## src/rtl/dss_pkg.sv

```systemverilog
// Package for the disk seek scheduler: constants, codes and controller/datapath structs.
// No dependencies.
package dss_pkg;
	localparam int MAX_REQUESTS = 32;
	localparam int IDX_W = $clog2(MAX_REQUESTS);
	localparam int CNT_W = $clog2(MAX_REQUESTS + 1);
	localparam int CYL_W = 16;
	localparam int TOT_W = 22;

	localparam logic [1:0] ALG_FCFS = 2'd0;
	localparam logic [1:0] ALG_SCAN = 2'd1;
	localparam logic [1:0] ALG_CSCAN = 2'd2;
	localparam logic [1:0] ALG_RESERVED = 2'd3;

	localparam logic [1:0] REG_ALGORITHM = 2'd0;
	localparam logic [1:0] REG_START = 2'd1;
	localparam logic [1:0] REG_CYLINDERS = 2'd2;

	// move target kinds
	localparam logic [1:0] TGT_STORE = 2'd0;
	localparam logic [1:0] TGT_TOP = 2'd1;
	localparam logic [1:0] TGT_ZERO = 2'd2;

	typedef struct packed {
		logic load;          // write request into store
		logic sort_clr;      // begin selection pass
		logic sort_step;     // examine one entry of the store
		logic [1:0] tgt;     // kind of move target
		logic batch_clr;     // clear count, overflow, total, used flags
		logic head_init;     // head <= start cylinder
		logic last;          // last move of the schedule
	} dss_cmd_t;

	typedef struct packed {
		logic found;         // best candidate found in pass
		logic best_up;       // best candidate lies above the start head
		logic scan_done;     // pass index at final entry
		logic [CNT_W-1:0] count;
	} dss_sts_t;
endpackage

```

## src/rtl/dss_ram.sv

```systemverilog
// Generic single-port write, one-read RAM with registered read.
// No dependencies.
module dss_ram #(
	parameter int WIDTH = 16,
	parameter int DEPTH = 32
) (
	input  logic                     clk,
	input  logic                     we,
	input  logic [$clog2(DEPTH)-1:0] waddr,
	input  logic [WIDTH-1:0]         wdata,
	input  logic [$clog2(DEPTH)-1:0] raddr,
	output logic [WIDTH-1:0]         rdata
);
	logic [WIDTH-1:0] mem [DEPTH];
	always_ff @(posedge clk) begin
		if (we) mem[waddr] <= wdata;
		rdata <= mem[raddr];
	end
endmodule

```

## src/rtl/dss_datapath.sv

```systemverilog
// Datapath: request RAM, used flags, selection search, head/total and output regs.
// Depends on dss_pkg and dss_ram.
module dss_datapath import dss_pkg::*; (
	input  logic              clk,
	input  logic              arst_n,
	input  dss_cmd_t          cmd,
	output dss_sts_t          sts,
	input  logic [CYL_W-1:0]  in_cyl,
	input  logic [1:0]        algorithm,
	input  logic [CYL_W-1:0]  start_cyl,
	input  logic [16:0]       disk_cyl,
	input  logic              out_load,
	output logic [CYL_W-1:0]  o_from,
	output logic [CYL_W-1:0]  o_to,
	output logic [CYL_W-1:0]  o_dist,
	output logic [TOT_W-1:0]  o_total,
	output logic              o_ovf,
	output logic              o_last
);
	logic [CNT_W-1:0] count_q;
	logic ovf_q;
	logic [TOT_W-1:0] total_q;
	logic [CYL_W-1:0] head_q, base_q;
	logic [MAX_REQUESTS-1:0] used_q;
	logic [IDX_W-1:0] ridx_q, sidx_s1, best_idx_q;
	logic step_s1;
	logic found_q, best_up_q;
	logic [CYL_W-1:0] best_q, rdata;
	logic [CYL_W-1:0] top;
	logic [CYL_W-1:0] o_to_n, dist_n;

	always_comb begin
		if (disk_cyl == 17'd0) top = '0;
		else if (disk_cyl > 17'd65536) top = 16'hFFFF;
		else top = 16'(disk_cyl - 17'd1);
	end

	// requests past a full store are dropped, not written
	dss_ram #(.WIDTH(CYL_W), .DEPTH(MAX_REQUESTS)) u_ram (
		.clk(clk), .we(cmd.load && (count_q < CNT_W'(MAX_REQUESTS))),
		.waddr(count_q[IDX_W-1:0]), .wdata(in_cyl),
		.raddr(ridx_q), .rdata(rdata)
	);

	// candidate rank: FCFS takes lowest index; SCAN upper asc then lower desc;
	// CSCAN upper asc then lower asc. base_q is the start head.
	logic cand_up, better;
	always_comb begin
		cand_up = rdata > base_q;
		better = 1'b0;
		if (!used_q[sidx_s1]) begin
			if (!found_q) better = 1'b1;
			else if (algorithm == ALG_SCAN || algorithm == ALG_CSCAN) begin
				if (cand_up != best_up_q) better = cand_up;
				else if (cand_up || algorithm == ALG_CSCAN) better = rdata < best_q;
				else better = rdata > best_q;
			end
		end
	end

	always_ff @(posedge clk or negedge arst_n) begin
		if (!arst_n) begin
			count_q <= '0; ovf_q <= 1'b0; total_q <= '0; head_q <= '0;
			used_q <= '0; ridx_q <= '0; step_s1 <= 1'b0; found_q <= 1'b0;
		end else begin
			step_s1 <= cmd.sort_step;
			if (cmd.load) begin
				if (count_q < CNT_W'(MAX_REQUESTS)) count_q <= count_q + 1'b1;
				else ovf_q <= 1'b1;
			end
			if (cmd.head_init) head_q <= start_cyl;
			if (cmd.sort_clr) begin
				ridx_q <= '0; found_q <= 1'b0;
			end
			if (cmd.sort_step) ridx_q <= ridx_q + 1'b1;
			if (step_s1 && better) found_q <= 1'b1;
			if (out_load) begin
				head_q <= o_to_n;
				total_q <= total_q + TOT_W'(dist_n);
				if (cmd.tgt == TGT_STORE) used_q[best_idx_q] <= 1'b1;
			end
			if (cmd.batch_clr) begin
				count_q <= '0; ovf_q <= 1'b0; total_q <= '0; used_q <= '0;
			end
		end
	end

	always_ff @(posedge clk) begin
		if (cmd.head_init) base_q <= start_cyl;
		if (cmd.sort_step) sidx_s1 <= ridx_q;
		if (step_s1 && better) begin
			best_q <= rdata; best_up_q <= cand_up; best_idx_q <= sidx_s1;
		end
	end

	always_comb begin
		case (cmd.tgt)
			TGT_TOP:  o_to_n = top;
			TGT_ZERO: o_to_n = '0;
			default:  o_to_n = best_q;
		endcase
		dist_n = (head_q > o_to_n) ? head_q - o_to_n : o_to_n - head_q;
	end

	always_ff @(posedge clk) begin
		if (out_load) begin
			o_from <= head_q; o_to <= o_to_n; o_dist <= dist_n;
			o_total <= total_q + TOT_W'(dist_n); o_ovf <= ovf_q; o_last <= cmd.last;
		end
	end

	assign sts.found = found_q;
	assign sts.best_up = best_up_q;
	assign sts.scan_done = step_s1 && (sidx_s1 == IDX_W'(count_q - 1'b1));
	assign sts.count = count_q;
endmodule

```

## src/rtl/dss_ctrl.sv

```systemverilog
// Controller: load, per-move selection pass, emission and output handshake.
// Depends on dss_pkg.
module dss_ctrl import dss_pkg::*; (
	input  logic       clk,
	input  logic       arst_n,
	input  logic [1:0] algorithm,
	input  logic       in_valid,
	input  logic       in_last,
	output logic       in_ready,
	input  logic       out_ready,
	output logic       out_valid,
	output logic       out_load,
	input  dss_sts_t   sts,
	output dss_cmd_t   cmd
);
	localparam logic [2:0] ST_LOAD = 3'd0;
	localparam logic [2:0] ST_SCAN = 3'd1;
	localparam logic [2:0] ST_WAIT = 3'd2;
	localparam logic [2:0] ST_EMIT = 3'd3;
	localparam logic [2:0] ST_END = 3'd4;

	logic [2:0] state_q;
	logic [CNT_W-1:0] moves_q;   // store moves taken
	logic top_done_q, zero_done_q, valid_q;
	logic cscan;
	logic slot;
	assign cscan = algorithm == ALG_CSCAN;
	assign slot = !valid_q || out_ready;
	assign out_valid = valid_q;
	assign in_ready = state_q == ST_LOAD;

	logic [1:0] tgt;
	logic last_move, need_top, store_left;
	always_comb begin
		store_left = moves_q != sts.count;
		need_top = (algorithm == ALG_SCAN || cscan) && !top_done_q;
		tgt = TGT_STORE;
		// upper requests go before top; the found best is upper only when rank says so
		if (need_top && (!store_left || !sts.best_up)) tgt = TGT_TOP;
		else if (cscan && top_done_q && !zero_done_q) tgt = TGT_ZERO;
		last_move = 1'b0;
		case (tgt)
			TGT_TOP:  last_move = !cscan && !store_left;
			TGT_ZERO: last_move = !store_left;
			default:  last_move = (moves_q + 1'b1 == sts.count) && !need_top;
		endcase
	end

	always_comb begin
		cmd = '0;
		cmd.load = in_valid && in_ready;
		cmd.head_init = (in_valid && in_ready && in_last) || (state_q == ST_END);
		cmd.sort_clr = state_q == ST_EMIT && out_load;
		// no step once the final entry is in the compare stage
		cmd.sort_step = state_q == ST_SCAN && !sts.scan_done;
		cmd.tgt = tgt;
		cmd.last = last_move;
		cmd.batch_clr = state_q == ST_END;
	end
	assign out_load = state_q == ST_EMIT && slot;

	always_ff @(posedge clk or negedge arst_n) begin
		if (!arst_n) begin
			state_q <= ST_LOAD; moves_q <= '0; top_done_q <= 1'b0;
			zero_done_q <= 1'b0; valid_q <= 1'b0;
		end else begin
			if (out_load) valid_q <= 1'b1;
			else if (out_ready) valid_q <= 1'b0;
			case (state_q)
				ST_LOAD: if (cmd.load && in_last) begin
					moves_q <= '0; top_done_q <= 1'b0; zero_done_q <= 1'b0;
					state_q <= ST_SCAN;
				end
				ST_SCAN: if (sts.scan_done || !store_left) state_q <= ST_WAIT;
				ST_WAIT: state_q <= ST_EMIT;
				ST_EMIT: if (out_load) begin
					if (tgt == TGT_STORE) moves_q <= moves_q + 1'b1;
					if (tgt == TGT_TOP) top_done_q <= 1'b1;
					if (tgt == TGT_ZERO) zero_done_q <= 1'b1;
					state_q <= last_move ? ST_END : ST_SCAN;
				end
				ST_END: state_q <= ST_LOAD;
				default: state_q <= ST_LOAD;
			endcase
		end
	end
endmodule

```

## src/rtl/disk_seek_scheduler_unit.sv

```systemverilog
// Disk seek scheduler (FCFS, SCAN, C-SCAN).
// Channels: s_axis carries requests {cylinder} with tlast = last_request.
// Requests are taken one per cycle. The request with tlast closes the batch;
// the block then stops taking requests and sends the schedule on m_axis,
// one move per result, tlast on the final move.
// Each move needs a selection pass over the stored requests (store RAM
// read, one entry a cycle). The result sits in an output register; a
// stalled receiver holds the controller in its emit state until the slot
// frees. Configuration is written through cfg_we/cfg_addr/cfg_wdata;
// the user must write it only while idle, as the block does not check.
// Reset: FCFS, start cylinder 0, 65536 cylinders, empty batch.
// Depends on dss_pkg, dss_ctrl, dss_datapath, dss_ram.
module disk_seek_scheduler_unit import dss_pkg::*; (
	input  logic        clk,
	input  logic        arst_n,
	input  logic        cfg_we,
	input  logic [1:0]  cfg_addr,
	input  logic [16:0] cfg_wdata,
	input  logic        s_axis_tvalid,
	output logic        s_axis_tready,
	input  logic [15:0] s_axis_tdata,  // cylinder
	input  logic        s_axis_tlast,
	output logic        m_axis_tvalid,
	input  logic        m_axis_tready,
	output logic [71:0] m_axis_tdata,  // move_from, move_to, move_distance, total_movement
	output logic        m_axis_tuser,  // overflow
	output logic        m_axis_tlast
);
	logic [1:0] alg_q;
	logic [15:0] start_q;
	logic [16:0] cyl_q;
	always_ff @(posedge clk or negedge arst_n) begin
		if (!arst_n) begin
			alg_q <= ALG_FCFS; start_q <= '0; cyl_q <= 17'd65536;
		end else if (cfg_we) begin
			case (cfg_addr)
				REG_ALGORITHM: alg_q <= cfg_wdata[1:0];
				REG_START:     start_q <= cfg_wdata[15:0];
				REG_CYLINDERS: cyl_q <= cfg_wdata;
				default: ;
			endcase
		end
	end

	dss_cmd_t cmd;
	dss_sts_t sts;
	logic out_load;
	logic [15:0] f, t, d;
	logic [21:0] tot;

	dss_ctrl u_ctrl (
		.clk(clk), .arst_n(arst_n), .algorithm(alg_q),
		.in_valid(s_axis_tvalid), .in_last(s_axis_tlast), .in_ready(s_axis_tready),
		.out_ready(m_axis_tready), .out_valid(m_axis_tvalid), .out_load(out_load),
		.sts(sts), .cmd(cmd)
	);

	dss_datapath u_dp (
		.clk(clk), .arst_n(arst_n), .cmd(cmd), .sts(sts), .in_cyl(s_axis_tdata),
		.algorithm(alg_q), .start_cyl(start_q), .disk_cyl(cyl_q), .out_load(out_load),
		.o_from(f), .o_to(t), .o_dist(d), .o_total(tot), .o_ovf(m_axis_tuser),
		.o_last(m_axis_tlast)
	);
	assign m_axis_tdata = {2'b00, tot, d, t, f};
endmodule

```

## config.mk

```make
export PLATFORM = sky130hd
export DESIGN_NAME = disk_seek_scheduler_unit
export DESIGN_NICKNAME = d
export VERILOG_FILES = /design/src/rtl/dss_pkg.sv /design/src/rtl/dss_ram.sv /design/src/rtl/dss_datapath.sv /design/src/rtl/dss_ctrl.sv /design/src/rtl/disk_seek_scheduler_unit.sv
export SDC_FILE = /design/constraint.sdc
export NUM_CORES = 1
export LEC_CHECK = 0
export BUFFER_PORTS_ARGS = -buffer_cell sky130_fd_sc_hd__buf_2
export CORE_MARGIN = 4
export CORE_UTILIZATION = 35
export DETAILED_ROUTE_END_ITERATION = 12
export MAX_ROUTING_LAYER = met4
export PLACE_DENSITY = 0.53
export RECOVER_POWER = 50
export SYNTH_ARGS = -nofsm -noshare
export SYNTH_HDL_FRONTEND = slang
export SYNTH_SLANG_ARGS = --single-unit
```

## constraint.sdc

```tcl
create_clock -name clk -period 16.9 [get_ports clk]
set_clock_uncertainty 0.2 [all_clocks]
set_input_delay 1.69 -clock clk [delete_from_list [all_inputs] [get_ports clk]]
set_output_delay 1.69 -clock clk [all_outputs]
set_load 0.005 [all_outputs]
```

==> metrics.md <==
| Metric | Value |
|---|---|
| MaxCap Viol Count | `9` |
| Routing usage on met3 | `0.0287` |
| Clock transition at path regs | `around 60 ps` |
| Reg2reg end | `u_dp.o_total[21]` |
| Synth warn | `0` |
| Peak VDD IR | `roughly 0.16 mV` |
| Crit Path Class | `register to register` |
| Slowest CP cell | `o41ai_1` |
| Starting density of the core | `0.355` |
| Worst path most repeated cell | `a21o_1` |
| Startpoint types | `register` |
| Ys flop type | `edfxtp_1` |
| Routed via count | `~20000` |
| CTS Hold Bufs | `0` |
| Fin cells | `3767` |
| EDFF count, synth | `between 600 and 700` |
| FF/Latch Area | `22400 um^2` |
| Post-CTS Resized | `0` |
| Commonest cells in the netlist | `edfxtp_1, nor2_1, nand2_1` |
| Met2 Usage GRT | `0.271` |
| Vias in the first global route | `19900` |
| Area of the multi-input gates | `between 10000 and 15000 um^2` |
| Post-synthesis mux area share | `0.104` |
| Core Region | `approximately 94000 um^2` |
| Min-delay src | `u_dp.u_ram.rdata[0]` |
| Global-route wire length before repair | `about 120000 um` |
| Setup TNS | `0 ps` |
| Crit end category | `register` |
| Syn_area_per_cell | `around 14 um^2` |
| Num CTS Buffers | `84` |
| Largest family of logic cells by synthesized area | `multiplexers` |
| Nets | `between 2000 and 3000` |
| CP Buf/Inv Count | `1` |
| Async SR Flop Fraction | `0.169` |
| Total die area | `between 100000 and 150000 um^2` |
| Worst hold path class | `register to register` |
| Initial DRC Count | `approximately 1500` |
| Register area share after synthesis | `0.674` |
| Inst Count DP | `between 3000 and 4000` |
| GRT busiest layer | `met2` |
| Status | `complete, but fails checks` |
| Fmax | `~0.13 GHz` |
| Die X | `316 um` |
| # fillers | `around 8700` |
| Via-to-Cell Ratio | `around 5.2` |
| Mapped Cells | `about 2300` |
| Hold Path End | `u_dp.best_q[0]` |
| Placed inst area | `around 35000 um^2` |
| P_leak | `between 10 and 15 nW` |
| Routed Antenna Nets | `0` |
| CP delay by family, top | `compound AO/OA/AOI/OAI gates` |
| Share of layout cells above drive strength 1 | `0.152` |
| Slew Viols, Final | `approximately 450` |
| Mapped cell area | `around 33000 um^2` |
| Dpl hpwl | `about 52000 um` |
| RR Startpoint | `u_dp.count_q[3]` |
| Share of the synthesized area in the top cell type | `0.566` |
| Synth Area in Adders | `0.0345` |
| Setup WS post-layout | `9000 ps` |
| Crit path time final | `7900 ps` |
| Slew margin rel. | `-1.70` |
| Initial antenna violation count | `2` |
| CTS H-tree lvls | `3` |
| Std cell rows | `about 110` |
| RePlAce Congestion | `around 0.8` |
| Longest Clk Path Bufs | `3` |
| RSZ-0062 raised after global routing | `no` |
| TritonCTS clock tree | `done` |
| Total Routed Length | `83000 um` |
| Flop-to-flop setup slack | `about 9000 ps` |
| 1st-pass router iterations | `5` |
| DP Worst Slack | `between 9000 and 10000 ps` |
| Count leader, synth | `edfxtp_1` |
| Worst-Skew Late Latency | `about 640 ps` |
| Worst path max stage delay | `810 ps` |
| Tightest Pin Transition | `4060 ps` |
| Die Ht | `~320 um` |
| Post-synthesis xor/xnor area fraction | `0.0174` |
| Total power | `roughly 8 mW` |
| Port bufs | `114` |
| Compound-gate portion of the synthesized area | `0.0761` |
| Synthesized flop and latch total | `774` |
| Cells on worst reg2reg path | `25` |
| P&R area growth vs syn | `14.7%` |
| Setup Fix Bufs, Post-CTS | `0` |
| Failing checks | `max-capacitance violations, max-slew violations` |
| Dominant cell type by area after synthesis | `edfxtp_1` |
| CTS root buffer | `clkbuf_16` |
| Clk sinks | `about 770` |
| Final setup violation count | `0` |
| PD cells | `about 210 nW/um^2` |
| Post-route clock period utilization | `0.468` |
| Crit path max fanout | `24` |
| Yosys cell types | `76` |
| Simple-gate share of the synthesized area | `0.0717` |
| CP required | `about 17000 ps` |
| Routed WL per cell | `between 20 and 25 um` |
| Final Hold Fails | `0` |
| WP data arrival | `roughly 8100 ps` |
| Top cells by area, synth | `edfxtp_1, dfrtp_1, mux4_2, mux2i_1, ha_1` |
| Met1 Use GR | `0.223` |
| Num ports | `roughly 120` |
| Total Routing Usage GR | `0.170` |
| Pin count of the biggest net entering global routing | `roughly 70` |
| Congestion Overflow GR | `0` |
| Final instance area | `around 38000 um^2` |
| Worst hold path depth | `0` |
| Residual DRC | `0` |
## logic make-up (layout without fill, tap and decap cells)
kind of cell,count (synthesis),after routing
adder cells (fa/ha/maj),90,90
XOR/XNOR,66,66
other,1,4
AND/OR/NAND/NOR,535,535
multiplexers,251,251
buffers and inverters,194,403
AO/OA/AOI/OAI,390,390
flip-flops,774,774
## how the worst max path moves through the flow
| stage | start | end | slack, ps | cells past startpoint |
|---|---|---|---|---|
| finish | u_dp.count_q[3] | u_dp.o_total[21] | 9000 | 25 |
| floorplan | cyl_q[3] | u_dp.o_total[21] | 10170 | 26 |
| global placement | u_dp.count_q[3] | u_dp.o_total[21] | 9140 | 23 |
| global route | arst_n | u_dp.head_q[8] | 8160 | 2 |
| CTS | u_dp.count_q[3] | u_dp.o_total[21] | 8990 | 25 |
| detailed placement | u_dp.count_q[3] | u_dp.o_total[21] | 9030 | 25 |
## final cells by class
cell class                 instances  area share
antenna                            2    0.000131
sequential                       774       0.587
clock buffer                     113      0.0611
tap                             1254      0.0411
clock inverter                    39      0.0130
multi-input combinational       1334       0.266
inverter                          87     0.00858
timing repair buffer             164      0.0231
## sequential cells by signal (all words and copies together), names as in the netlist, 17 cells and up
register        count
u_dp.u_ram.mem    512
u_dp.used_q        32
u_dp.o_total       22
u_dp.total_q       22
cyl_q              17
## worst register-to-register path, delay by kind of cell, from the launching register on
family                     cells  cell delay, ps
AOI/OAI and AO/OA             13            4150
xor gates and xnor gates       2             320
adders and majority gates      3             720
buffers and inverters          1             130
DFF                            1             660
muxes                          1             420
and+or+nand+nor                5            1020
## layout by cell type (no fill, tap or decap), types with 33 or more instances in the layout
cell       synthesis  final
ha_1              87     87
clkbuf_1          81     51
inv_1             87     86
mux4_2            73     73
clkbuf_16          0     86
a21oi_1          107    107
xnor2_1           33     33
mux2i_1          144    144
mux2_2            34     33
nor2_1           202    201
o221ai_1          48     48
buf_4              2     41
nand3_1           37     37
nand2_1          179    178
buf_2              2     91
o21ai_0           91     92
edfxtp_1         627    627
xor2_1            33     33
dfrtp_1          130    128
## layer usage
metal | part of all wire | routed length, um
met5 | 0 | 0
met4 | 0.032 | 2670
met3 | 0.048 | 3990
met2 | 0.47 | 39200
met1 | 0.45 | 37100
## per-stage QoR
step,util,hold slack (ps)
floorplan,-,208
global placement,0.377,227
detailed placement,0.377,231
CTS,0.407,246
global route,0.407,254
finish,0.407,246
## power by group
part	total [mW]	internal [mW]	switching (mW)
logic	3.46	1.35	2.11
clock network	1.86	1.11	0.751
registers	2.74	2.50	0.247
total	8.06	4.96	3.11
(Power assumes the default switching activity.)
